===== config.mk =====
export PLATFORM = sky130hd
export DESIGN_NAME = golden_section_bracket_search_core
export DESIGN_NICKNAME = d
export VERILOG_FILES = /design/src/sv/gsbs_pkg.sv /design/src/sv/gsbs_regs.sv /design/src/sv/gsbs_update.sv /design/src/sv/gsbs_decide.sv /design/src/sv/golden_section_bracket_search_core.sv
export SDC_FILE = /design/constraint.sdc
export NUM_CORES = 2
export LEC_CHECK = 0
export ABC_AREA = 0
export BUFFER_PORTS_ARGS = -buffer_cell sky130_fd_sc_hd__buf_4
export CAP_MARGIN = 40
export CORE_MARGIN = 8
export CORE_UTILIZATION = 60
export CTS_CLUSTER_SIZE = 28
export DETAILED_ROUTE_END_ITERATION = 8
export PLACE_DENSITY = 0.78
export SLEW_MARGIN = 20
export SYNTH_ARGS = -nofsm -noshare
export SYNTH_HDL_FRONTEND = slang
export SYNTH_SLANG_ARGS = --single-unit

===== constraint.sdc =====
create_clock -name clk -period 53.6 [get_ports clk]
set_input_delay 5.36 -clock clk [delete_from_list [all_inputs] [get_ports clk]]
set_output_delay 5.36 -clock clk [all_outputs]
set_load 0.005 [all_outputs]

===== src/sv/gsbs_pkg.sv =====
// ----------------------------------------------------------------------------
// gsbs_pkg
// Shared types and constants for the golden-section bracket search core.
// ----------------------------------------------------------------------------
package gsbs_pkg;

  // Default word width of positions and function values (Q16.16).
  localparam int DEF_DATA_WIDTH = 32;

  // Tolerance registers are 16 bits wide.
  localparam int TOL_WIDTH = 16;

  // Golden-section fraction 0.381966011250105 as unsigned Q0.32.
  localparam int GOLD_WIDTH = 32;
  localparam logic [GOLD_WIDTH-1:0] GOLD_Q32 = 32'h61C8_8647;

  // Configuration port geometry: three 32-bit registers at 4-byte spacing.
  localparam int APB_ADDR_WIDTH = 4;
  localparam int APB_DATA_WIDTH = 32;

  localparam logic [TOL_WIDTH-1:0] REL_TOL_RESET     = 16'd256;
  localparam logic [TOL_WIDTH-1:0] MIN_REL_TOL_RESET = 16'd16;
  localparam logic [TOL_WIDTH-1:0] ABS_TOL_RESET     = 16'd16;

  typedef enum logic [1:0] {
    REG_REL_TOL     = 2'd0,
    REG_MIN_REL_TOL = 2'd1,
    REG_ABS_TOL     = 2'd2
  } reg_index_t;

  typedef enum logic {
    OP_START = 1'b0,
    OP_PROBE = 1'b1
  } op_t;

  typedef struct packed {
    logic [TOL_WIDTH-1:0] rel_tolerance;
    logic [TOL_WIDTH-1:0] min_rel_tolerance;
    logic [TOL_WIDTH-1:0] abs_tolerance;
  } cfg_t;

  // Search status carried from one word to the next.
  typedef struct packed {
    logic searching;
    logic on_right;
  } flags_t;

endpackage


===== src/sv/gsbs_regs.sv =====
// ----------------------------------------------------------------------------
// gsbs_regs
// APB-style register file holding the three stopping tolerances.
// ----------------------------------------------------------------------------
module gsbs_regs (
  input  logic                                 clk,
  input  logic                                 rst,
  input  logic                                 psel,
  input  logic                                 penable,
  input  logic                                 pwrite,
  input  logic [gsbs_pkg::APB_ADDR_WIDTH-1:0]  paddr,
  input  logic [gsbs_pkg::APB_DATA_WIDTH-1:0]  pwdata,
  output logic [gsbs_pkg::APB_DATA_WIDTH-1:0]  prdata,
  output logic                                 pready,
  output gsbs_pkg::cfg_t                       cfg
);

  logic [1:0] index;

  assign index  = paddr[3:2];
  assign pready = 1'b1;

  always_ff @(posedge clk) begin
    if (rst) begin
      cfg.rel_tolerance     <= gsbs_pkg::REL_TOL_RESET;
      cfg.min_rel_tolerance <= gsbs_pkg::MIN_REL_TOL_RESET;
      cfg.abs_tolerance     <= gsbs_pkg::ABS_TOL_RESET;
    end else if (psel && penable && pwrite) begin
      unique case (gsbs_pkg::reg_index_t'(index))
        gsbs_pkg::REG_REL_TOL:     cfg.rel_tolerance     <= pwdata[gsbs_pkg::TOL_WIDTH-1:0];
        gsbs_pkg::REG_MIN_REL_TOL: cfg.min_rel_tolerance <= pwdata[gsbs_pkg::TOL_WIDTH-1:0];
        gsbs_pkg::REG_ABS_TOL:     cfg.abs_tolerance     <= pwdata[gsbs_pkg::TOL_WIDTH-1:0];
        default: ;
      endcase
    end
  end

  always_comb begin
    unique case (gsbs_pkg::reg_index_t'(index))
      gsbs_pkg::REG_REL_TOL:     prdata = gsbs_pkg::APB_DATA_WIDTH'(cfg.rel_tolerance);
      gsbs_pkg::REG_MIN_REL_TOL: prdata = gsbs_pkg::APB_DATA_WIDTH'(cfg.min_rel_tolerance);
      gsbs_pkg::REG_ABS_TOL:     prdata = gsbs_pkg::APB_DATA_WIDTH'(cfg.abs_tolerance);
      default:                   prdata = '0;
    endcase
  end

endmodule


===== src/sv/gsbs_update.sv =====
// ----------------------------------------------------------------------------
// gsbs_update
// Loads and sorts a new bracket, or folds a probe value into the current one.
// ----------------------------------------------------------------------------
module gsbs_update #(
  parameter int DATA_WIDTH = gsbs_pkg::DEF_DATA_WIDTH
) (
  input  logic                          operation,
  input  logic signed [DATA_WIDTH-1:0]  start_pos [3],
  input  logic signed [DATA_WIDTH-1:0]  start_val [3],
  input  logic signed [DATA_WIDTH-1:0]  probe_value,
  input  logic signed [DATA_WIDTH-1:0]  pos_cur [3],
  input  logic signed [DATA_WIDTH-1:0]  val_cur [3],
  input  logic signed [DATA_WIDTH-1:0]  probe_point,
  input  gsbs_pkg::flags_t              flags_cur,
  output logic signed [DATA_WIDTH-1:0]  pos_next [3],
  output logic signed [DATA_WIDTH-1:0]  val_next [3],
  output logic                          idle_probe
);

  logic signed [DATA_WIDTH-1:0] p [3];
  logic signed [DATA_WIDTH-1:0] v [3];
  logic signed [DATA_WIDTH-1:0] t;
  logic                         not_lower;

  // Compare-swap network: (0,1), (1,2), (0,1). Equal positions keep order.
  always_comb begin
    p = pos_cur;
    v = val_cur;
    t = '0;
    idle_probe = 1'b0;
    not_lower = (probe_value >= val_cur[1]);
    if (operation == gsbs_pkg::OP_START) begin
      p = start_pos;
      v = start_val;
      if (p[0] > p[1]) begin
        t = p[0]; p[0] = p[1]; p[1] = t;
        t = v[0]; v[0] = v[1]; v[1] = t;
      end
      if (p[1] > p[2]) begin
        t = p[1]; p[1] = p[2]; p[2] = t;
        t = v[1]; v[1] = v[2]; v[2] = t;
      end
      if (p[0] > p[1]) begin
        t = p[0]; p[0] = p[1]; p[1] = t;
        t = v[0]; v[0] = v[1]; v[1] = t;
      end
    end else if (flags_cur.searching) begin
      if (flags_cur.on_right) begin
        if (not_lower) begin
          p[2] = probe_point;
          v[2] = probe_value;
        end else begin
          p[0] = pos_cur[1];
          v[0] = val_cur[1];
          p[1] = probe_point;
          v[1] = probe_value;
        end
      end else begin
        if (not_lower) begin
          p[0] = probe_point;
          v[0] = probe_value;
        end else begin
          p[2] = pos_cur[1];
          v[2] = val_cur[1];
          p[1] = probe_point;
          v[1] = probe_value;
        end
      end
    end else begin
      idle_probe = 1'b1;
    end
  end

  assign pos_next = p;
  assign val_next = v;

endmodule


===== src/sv/gsbs_decide.sv =====
// ----------------------------------------------------------------------------
// gsbs_decide
// Convergence test and golden-section probe placement for a sorted bracket.
// ----------------------------------------------------------------------------
module gsbs_decide #(
  parameter int DATA_WIDTH = gsbs_pkg::DEF_DATA_WIDTH
) (
  input  logic signed [DATA_WIDTH-1:0]  pos [3],
  input  gsbs_pkg::cfg_t                cfg,
  output logic signed [DATA_WIDTH-1:0]  probe,
  output gsbs_pkg::flags_t              flags
);

  localparam int TW = gsbs_pkg::TOL_WIDTH;
  localparam int GW = gsbs_pkg::GOLD_WIDTH;

  logic [DATA_WIDTH-1:0]    width, ab, bc, mag, side, rel_thr, floor_thr, gpart;
  logic [DATA_WIDTH-1:0]    abs_thr, probe_raw;
  logic [TW-1:0]            tol;
  logic [DATA_WIDTH+TW-1:0] rel_prod;
  logic [DATA_WIDTH+GW-1:0] gold_prod;

  assign width = DATA_WIDTH'(pos[2] - pos[0]);
  assign ab    = DATA_WIDTH'(pos[1] - pos[0]);
  assign bc    = DATA_WIDTH'(pos[2] - pos[1]);
  assign mag   = pos[1][DATA_WIDTH-1] ? DATA_WIDTH'(-pos[1]) : DATA_WIDTH'(pos[1]);

  // Relative threshold: floor(|middle| * max(rel, min_rel) / 2^16).
  assign tol      = (cfg.rel_tolerance > cfg.min_rel_tolerance) ?
                    cfg.rel_tolerance : cfg.min_rel_tolerance;
  assign rel_prod = (DATA_WIDTH+TW)'(mag) * (DATA_WIDTH+TW)'(tol);
  assign rel_thr  = rel_prod[DATA_WIDTH+TW-1:TW];
  assign abs_thr  = DATA_WIDTH'(cfg.abs_tolerance);
  assign floor_thr = (abs_thr > rel_thr) ? abs_thr : rel_thr;

  // The right side is taken only when strictly wider; the offset is rounded
  // to nearest with ties up.
  assign flags.on_right  = (bc > ab);
  assign flags.searching = (width > floor_thr);
  assign side      = flags.on_right ? bc : ab;
  assign gold_prod = (DATA_WIDTH+GW)'(side) * (DATA_WIDTH+GW)'(gsbs_pkg::GOLD_Q32);
  assign gpart     = gold_prod[DATA_WIDTH+GW-1:GW] + DATA_WIDTH'(gold_prod[GW-1]);
  assign probe_raw = flags.on_right ? DATA_WIDTH'(pos[1]) + gpart
                                    : DATA_WIDTH'(pos[1]) - gpart;
  assign probe     = flags.searching ? signed'(probe_raw) : '0;

endmodule


===== src/sv/golden_section_bracket_search_core.sv =====
// ----------------------------------------------------------------------------
// golden_section_bracket_search_core
// Golden-section minimizer over a three-point bracket in signed fixed point;
// the function itself is evaluated outside and returned as probe values.
// ----------------------------------------------------------------------------
//
//   Channel  Handshake            Direction  Carries
//   input    in_valid / in_stall  in         operation, start bracket, probe value
//   output   out_valid/out_stall  out        probe, done flag, best point, bounds
//   config   APB psel/penable     in         three tolerance registers
//
// A word is accepted into an input register, then processed and written to the
// result register; one word can be taken every cycle while the output does not
// stall. That rate is set by the combinational loop from the bracket registers
// through the update, the golden-ratio multiplier and back.
// Reset is synchronous and clears the bracket, the search status and the
// tolerances to their defaults. A stalled result holds the result register;
// the input register then holds too and in_stall rises while it is full.
module golden_section_bracket_search_core #(
  parameter int DATA_WIDTH = gsbs_pkg::DEF_DATA_WIDTH
) (
  input  logic                                 clk,
  input  logic                                 rst,
  // input channel
  input  logic                                 in_valid,
  output logic                                 in_stall,
  input  logic                                 operation,
  input  logic signed [DATA_WIDTH-1:0]         start_left,
  input  logic signed [DATA_WIDTH-1:0]         start_middle,
  input  logic signed [DATA_WIDTH-1:0]         start_right,
  input  logic signed [DATA_WIDTH-1:0]         start_left_value,
  input  logic signed [DATA_WIDTH-1:0]         start_middle_value,
  input  logic signed [DATA_WIDTH-1:0]         start_right_value,
  input  logic signed [DATA_WIDTH-1:0]         probe_value,
  // output channel
  output logic                                 out_valid,
  input  logic                                 out_stall,
  output logic signed [DATA_WIDTH-1:0]         probe_position,
  output logic                                 done_res,
  output logic signed [DATA_WIDTH-1:0]         best_position,
  output logic signed [DATA_WIDTH-1:0]         best_value,
  output logic signed [DATA_WIDTH-1:0]         left_bound,
  output logic signed [DATA_WIDTH-1:0]         right_bound,
  // configuration port
  input  logic                                 psel,
  input  logic                                 penable,
  input  logic                                 pwrite,
  input  logic [gsbs_pkg::APB_ADDR_WIDTH-1:0]  paddr,
  input  logic [gsbs_pkg::APB_DATA_WIDTH-1:0]  pwdata,
  output logic [gsbs_pkg::APB_DATA_WIDTH-1:0]  prdata,
  output logic                                 pready
);

  gsbs_pkg::cfg_t cfg;

  // Input register.
  logic                         a_valid;
  logic                         a_op;
  logic signed [DATA_WIDTH-1:0] a_start_pos [3];
  logic signed [DATA_WIDTH-1:0] a_start_val [3];
  logic signed [DATA_WIDTH-1:0] a_probe_value;

  // Search state.
  logic signed [DATA_WIDTH-1:0] pos [3];
  logic signed [DATA_WIDTH-1:0] val [3];
  logic signed [DATA_WIDTH-1:0] probe_point;
  gsbs_pkg::flags_t             flags;

  // Next-state logic outputs.
  logic signed [DATA_WIDTH-1:0] pos_next [3];
  logic signed [DATA_WIDTH-1:0] val_next [3];
  logic signed [DATA_WIDTH-1:0] probe_next;
  gsbs_pkg::flags_t             flags_next;
  logic                         idle_probe;

  logic o_valid;
  logic advance;
  logic in_take;

  gsbs_regs u_regs (
    .clk     (clk),
    .rst     (rst),
    .psel    (psel),
    .penable (penable),
    .pwrite  (pwrite),
    .paddr   (paddr),
    .pwdata  (pwdata),
    .prdata  (prdata),
    .pready  (pready),
    .cfg     (cfg)
  );

  // The stored word moves on whenever the result register is empty or is
  // being emptied in this same cycle.
  assign advance   = a_valid && (!o_valid || !out_stall);
  assign in_stall  = a_valid && !advance;
  assign in_take   = in_valid && !in_stall;
  assign out_valid = o_valid;

  always_ff @(posedge clk) begin
    if (rst) begin
      a_valid <= 1'b0;
    end else if (in_take) begin
      a_valid <= 1'b1;
    end else if (advance) begin
      a_valid <= 1'b0;
    end
  end

  always_ff @(posedge clk) begin
    if (in_take) begin
      a_op           <= operation;
      a_start_pos[0] <= start_left;
      a_start_pos[1] <= start_middle;
      a_start_pos[2] <= start_right;
      a_start_val[0] <= start_left_value;
      a_start_val[1] <= start_middle_value;
      a_start_val[2] <= start_right_value;
      a_probe_value  <= probe_value;
    end
  end

  gsbs_update #(.DATA_WIDTH(DATA_WIDTH)) u_update (
    .operation   (a_op),
    .start_pos   (a_start_pos),
    .start_val   (a_start_val),
    .probe_value (a_probe_value),
    .pos_cur     (pos),
    .val_cur     (val),
    .probe_point (probe_point),
    .flags_cur   (flags),
    .pos_next    (pos_next),
    .val_next    (val_next),
    .idle_probe  (idle_probe)
  );

  gsbs_decide #(.DATA_WIDTH(DATA_WIDTH)) u_decide (
    .pos   (pos_next),
    .cfg   (cfg),
    .probe (probe_next),
    .flags (flags_next)
  );

  // Bracket state. A probe value that arrives while no search is running
  // leaves everything as it is.
  always_ff @(posedge clk) begin
    if (rst) begin
      pos         <= '{default: '0};
      val         <= '{default: '0};
      probe_point <= '0;
      flags       <= '0;
    end else if (advance && !idle_probe) begin
      pos         <= pos_next;
      val         <= val_next;
      probe_point <= probe_next;
      flags       <= flags_next;
    end
  end

  always_ff @(posedge clk) begin
    if (rst) begin
      o_valid <= 1'b0;
    end else if (advance) begin
      o_valid <= 1'b1;
    end else if (!out_stall) begin
      o_valid <= 1'b0;
    end
  end

  // Result register. An idle probe repeats the done result for the bracket
  // currently held, without a fresh convergence test.
  always_ff @(posedge clk) begin
    if (advance) begin
      if (idle_probe) begin
        probe_position <= '0;
        done_res       <= 1'b1;
        best_position  <= pos[1];
        best_value     <= val[1];
        left_bound     <= pos[0];
        right_bound    <= pos[2];
      end else begin
        probe_position <= probe_next;
        done_res       <= !flags_next.searching;
        best_position  <= pos_next[1];
        best_value     <= val_next[1];
        left_bound     <= pos_next[0];
        right_bound    <= pos_next[2];
      end
    end
  end

  // The bracket stays ordered after every word.
  assert property (@(posedge clk) disable iff (rst)
    out_valid |-> (left_bound <= best_position) && (best_position <= right_bound))
    else $error("result bracket is out of order");

  // A pending probe always lies inside the reported bracket.
  assert property (@(posedge clk) disable iff (rst)
    out_valid && !done_res |->
      (left_bound <= probe_position) && (probe_position <= right_bound))
    else $error("probe lies outside the bracket");

  // A converged result carries no probe.
  assert property (@(posedge clk) disable iff (rst)
    out_valid && done_res |-> probe_position == '0)
    else $error("done result with nonzero probe");

  // A word leaving the input register always shows up as a result.
  assert property (@(posedge clk) disable iff (rst)
    advance |=> out_valid)
    else $error("processed word produced no result");

  // The stored search status matches the last non-idle result.
  assert property (@(posedge clk) disable iff (rst)
    advance && !idle_probe |=> flags.searching == !done_res)
    else $error("search status disagrees with result");

endmodule


After elaboration in Yosys (flattened, before gate mapping)

Index checks and enable logic that the tools add are counted.

Add/subtract/negate cells: 7
$mul: 2
Div/mod/pow operators: 0
Magnitude comparators: 8
Equality and inequality tests: 3
Shift-type cells: 0
Multiplexer cells: 38
Bitwise operators: 0
Reduce and logical (&&, ||, !) cells: 18

Operator list:

| cell                   | count |
|---|---|
| $mux 64                | 13 |
| $mux 32                | 14 |
| $mux 96                | 3 |
| $gt 32x32->1           | 5 |
| $sub 32x32->32         | 4 |
| $mul 32x31->63 const B | 1 |
| $mul 32x16->48         | 1 |
| $pmux 16 s3            | 1 |
| $add 31x1->32          | 1 |
| $add 32x32->32         | 1 |
| $ge 32x32->1           | 1 |
| $gt 16x32->1           | 1 |
| $neg 32->32            | 1 |
| $gt 16x16->1           | 1 |
| $mux 16                | 1 |
| $logic_and 1x1->1      | 6 |
| $logic_not 1->1        | 6 |
| $mux 1                 | 6 |
| $reduce_and 2->1       | 3 |
| $eq 2x1->1 const B     | 1 |
| $eq 2x2->1 const B     | 1 |
| $logic_not 2->1        | 1 |
| $ne 2x1->1 const B     | 1 |
| $reduce_bool 2->1      | 1 |
| $logic_or 1x1->1       | 1 |

Flip-flop bits (word level): 598
Latch bits: 0
RAM bits: 0
Bits in read-only memories: 0
Bits of input ports: 268
Output and inout port bits: 196
Word-level logic and storage cells: 102
Memories kept: 0

Longest topological paths before layout

Word-level depth: 17
Depth in mapped cells: 142

Modules after synthesis

Synthesis repeated with hierarchy kept, for this count alone.

Cell total of the unflattened synthesis: 8453
Area total of the unflattened synthesis: 78923.2 sq um

Modules (own cells, without submodules):

| module                             | instances | cells each | area an instance (sq um) | seq. area each (sq um) |
|---|---|---|---|---|
| gsbs_decide                        | 1         | 4923       | 41228.3                  | 0.0 |
| golden_section_bracket_search_core | 1         | 1554       | 23465.0                  | 16155.5 |
| gsbs_update                        | 1         | 1723       | 11788.8                  | 0.0 |
| gsbs_regs                          | 1         | 253        | 2441.1                   | 960.9 |

Worst setup path after synthesis

No wires, ideal clock.

Path kind: reg-to-reg
From: register a_start_pos[33] (netlist name)
To: register probe_position[30] (data pin)
Arrival time: 29432 ps
Path slack: 23913 ps
Stages on the path, launching flop included: 126
Buffers on the path: 24
Cells stage by stage: edfxtp_1 > clkbuf_1 > inv_1 > ha_1 > nor2b_1 > o211ai_1 > a2111oi_0 > o31ai_1 > a31o_2 > nor2_1 > clkbuf_1 > clkbuf_1 > buf_1 > buf_1 > clkbuf_1 > clkbuf_1 > nor2_1 > a21oi_1 > [90 not listed] > or3_1 > nor3_1 > a21oi_1 > xnor2_1 > ha_1 > clkbuf_1 > a21o_1 > a21o_1 > a21oi_1 > nand2_1 > a21oi_1 > nor2b_1 > o21ai_0 > nand2b_1 > a21oi_1 > o31ai_1 > xor2_1 > and3_1

RTL lines:

| what                   | RTL line                                  | text |
|---|---|---|
| start: declaration     | golden_section_bracket_search_core.sv:59  | `logic signed [DATA_WIDTH-1:0] a_start_pos [3];` |
| end signal: assignment | golden_section_bracket_search_core.sv:182 | `probe_position <= probe_next;` |
| end: declaration       | golden_section_bracket_search_core.sv:38  | `output logic signed [DATA_WIDTH-1:0] probe_position,` |

Worst setup path in the final report

From: register a_start_pos[95] (netlist name)
To: register probe_position[31] (data pin)

Cells in the longest elaborated chain, start to end: 17
Elaborated cells between the ends (all ways): 26

Ends and longest elaborated chain:

| what                                             | RTL line                             | text |
|---|---|---|
| $gt 32x32->1                                     | gsbs_update.sv:36                    | `if (p[0] > p[1]) begin` |
| $mux 64 (*)                                      | gsbs_update.sv:36                    |  |
| $mux 64 (*)                                      | gsbs_update.sv:33                    | `if (operation == gsbs_pkg::OP_START) begin` |
| $gt 32x32->1                                     | gsbs_update.sv:40                    | `if (p[1] > p[2]) begin` |
| $mux 64                                          | gsbs_update.sv:40                    |  |
| $mux 64                                          | gsbs_update.sv:33                    |  |
| $gt 32x32->1                                     | gsbs_update.sv:44                    | `if (p[0] > p[1]) begin` |
| $mux 64                                          | gsbs_update.sv:44                    |  |
| $mux 96 (*)                                      | gsbs_update.sv:33                    |  |
| $sub 32x32->32, on equally long branches         | gsbs_decide.sv:25, gsbs_decide.sv:24 |  |
| $gt 32x32->1                                     | gsbs_decide.sv:38                    | `assign flags.on_right = (bc > ab);` |
| $mux 32                                          | gsbs_decide.sv:40                    | `assign side = flags.on_right ? bc : ab;` |
| $mul 32x31->63                                   | gsbs_decide.sv:41                    | `assign gold_prod = (DATA_WIDTH+GW)'(side) * (DATA_WIDTH+GW)'(gsbs_pkg::GOLD_Q32);` |
| $add 31x1->32                                    | gsbs_decide.sv:42                    | `assign gpart = gold_prod[DATA_WIDTH+GW-1:GW] + DATA_WIDTH'(gold_prod[GW-1]);` |
| $sub 32x32->32 or $add 32x32->32 (tied branches) | gsbs_decide.sv:44, gsbs_decide.sv:43 |  |
| $mux 32                                          | gsbs_decide.sv:43                    | `assign probe_raw = flags.on_right ? DATA_WIDTH'(pos[1]) + gpart` |
| $mux 32 (*)                                      | gsbs_decide.sv:45                    | `assign probe = flags.searching ? signed'(probe_raw) : '0;` |

Every way passes the cells marked *; elsewhere a longest branch is shown, timed or not. The select of a mux whose other input is x is not followed.
A chain may end at the register's enable or synchronous reset.

==> results.ini <==
[status]
outcome=complete, no violations

[die]
design.core.area_sq_um=115900
ios=464
die_w_microns=357.6
die_y_microns=357.6
initial_core_util=0.6040
rows=125
die_area_sq_um=127900

[route]
firstDrtPassIters=9
drt-wirelength-per-cell_microns=23.16
drt_iter0_markers=6622
route.vias.total=60530
drc_errors=0
viasPerCell=6.167
wirelength_microns=227300
ant_nets=0

[sta]
hold_violations=0
finClkSkew_ns=0.04853
rsz0062_at_grt=false
post-route-min-period_ns=34.38
setup_tns_ns=0
post-route-period-util=0.6415
setup_ws_ns=19.22
slew_headroom=0.3115
setup_viol=0
max_freq_mhz=29.09
worstMarginPinSlew_ns=1.033
hold_slack_ns=0.4799
drv_slew=0

[clocking]
clockBufferDepth=3
clk_pin_slew_ns=0.07
ctsHoldBuffers=0
cts-buffers-inserted=58
cts_tree=done
cts-root-buf=clkbuf_16
cts_resized=0
htree_levels=2
postCtsSetupRepairBufs=0
cts.sinks=598
clock_latency_ns=0.68

[critical_path]
slowest_stage=a221oi_1
r2r_cells=112
crit_end=probe_position[31]
r2r-end=probe_position[31]
start_kind=register
critPathKind=reg -> reg
cpPeakStageDelay_ns=0.88
critPathCaptureType=register
worstPathRequired_ns=53.99
regToRegSetupSlack_ns=19.22
critPathLaunch=a_start_pos[95]
cp_data_arrival_time_ns=34.77
critPathMaxFanout=81
reg2reg_from=a_start_pos[95]

[global_routing]
met1_usage=0.4333
grt_pass1_vias=60710
grt_first_pass_wirelength_microns=346700
met2_usage=0.5529
grt_max_degree=91
top_usage_layer=met2
grt_use_met3=0.08774
grt_usage=0.3496
antenna_found_initial=10
grt_overflow_total=0

[cells_and_area]
instances_no_fill=9815
syn_to_final_growth_pct=10.63
nNetsFinal=10040
drive_gt1_frac=0.09905

[hold_path]
min_path_cells=2
hp-class=reg -> reg

[place]
place_ws_ns=20.37
port_buffers=428
placedCellCount=9689
place_congestion=1.051
dp_hpwl_microns=181500

[logic_synthesis]
yosysSeqAreaShare=0.2262
ys_types=106
yosys_register_bits=598
async_reset_ff_frac=0
synth_edf_count=386
syn_area_per_cell_sq_um=8.852
yosys_warnings=0
syn_inst=7908
syn_area_sq_um=70000
ys.flop_type=edfxtp_1

[job]
cap_violations=0

[layer usage]
layer	share of wire	wire (microns)	up-vias
met4	0.074	16750	8
li1	-	-	27130
met2	0.44	100800	3502
met1	0.37	83780	29090
met3	0.11	25880	800
met5	0.00020	45	-
[flip-flops by register name (all words and copies together), names as in the netlist]
signal / cells
done_res: 1
a_op: 1
a_start_pos: 96
best_position: 32
a_probe_value: 32
flags: 2
out_valid: 1
u_regs.cfg: 48
a_valid: 1
val: 32
probe_point: 32
pos: 96
left_bound: 32
best_value: 32
a_start_val: 96
right_bound: 32
probe_position: 32
[cells in the mapped netlist (all sizes together), types with 52 or more instances]
master | instances | share of area
a221oi | 72 | 0.0095
nand2 | 1029 | 0.055
ha | 825 | 0.15
dfxtp | 212 | 0.061
fa | 702 | 0.20
and3 | 75 | 0.0067
o21ai | 253 | 0.018
mux2i | 104 | 0.015
buf | 64 | 0.0046
and2 | 110 | 0.0098
xor2 | 100 | 0.013
nand4 | 64 | 0.0057
a31oi | 104 | 0.0093
a211oi | 109 | 0.012
a21o | 106 | 0.011
nand3 | 96 | 0.0069
inv | 1205 | 0.065
nand2b | 52 | 0.0046
edfxtp | 386 | 0.17
xnor2 | 201 | 0.025
clkbuf | 272 | 0.015
nor2 | 667 | 0.036
o22ai | 74 | 0.0066
a21oi | 460 | 0.033
nor3 | 60 | 0.0046
[worst max-delay path, delay by kind of cell, from the launching register on]
family | cells | cell delay (ns)
multiplexers | 2 | 0.68
XOR/XNOR | 4 | 1.12
adder cells (fa/ha/maj) | 14 | 6.21
buffers and inverters | 13 | 3.69
flip-flops | 1 | 0.46
AND/OR/NAND/NOR | 34 | 10.36
AO/OA/AOI/OAI | 45 | 11.45
[layout make-up]
class | instances | area (sq um)
Tap cell | 1524 | 1907
Clock inverter | 34 | 309.0
Antenna cell | 2 | 5.005
Sequential cell | 598 | 15840
Multi-Input combinational cell | 5781 | 48540
Inverter | 1208 | 4542
Timing Repair Buffer | 593 | 4720
Clock buffer | 75 | 1587
Fill cell | 9165 | 38450
[worst min path at each step]
stage | endpoint | from
2_1_floorplan | pos[1] | pos[1]
3_3_place_gp | u_regs.cfg[32] | u_regs.cfg[32]
3_5_place_dp | pos[1] | pos[1]
4_1_cts | pos[1] | pos[1]
5_1_grt | u_regs.cfg[32] | u_regs.cfg[32]
6_report | pos[1] | pos[1]
[cells by family (layout without fill, tap and decap cells)]
kind of cell,count (synthesis),after routing,synth area share
DFF,598,598,0.2262
and+or+nand+nor,2302,2302,0.1440
buffers and inverters,1544,1910,0.08397
xor gates and xnor gates,301,301,0.03766
adders and majority gates,1537,1537,0.3497
other,2,19,0.0001073
muxes,147,147,0.02195
AOI/OAI and AO/OA,1477,1477,0.1364
[per-stage QoR]
step / instance area [sq um] / util
3_3_place_gp: 75030 / 0.6474
4_1_cts: 77190 / 0.6660
3_5_place_dp: 75290 / 0.6497
2_1_floorplan: 70060 / -
6_report: 77440 / 0.6682
5_1_grt: 77440 / 0.6682
[cells in the final DEF, fill, tap and decap left out, types with 74 or more instances in the layout]
cell and count:
nand3_1 95, and2_1 110, nand2_1 1026, ha_1 825, edfxtp_1 386, a211oi_1 103, mux2i_1 97, xor2_1 100
and3_1 75, o22ai_1 74, fa_1 702, inv_1 1198, a21o_1 106, buf_4 564, dfxtp_1 211, a21oi_1 454
nor2_1 664, xnor2_1 199, a31oi_1 104, o21ai_0 215
Power is left out: the tool's default activity adds up to more than one toggle a clock period on the data nets, which glitch-free logic cannot reach.
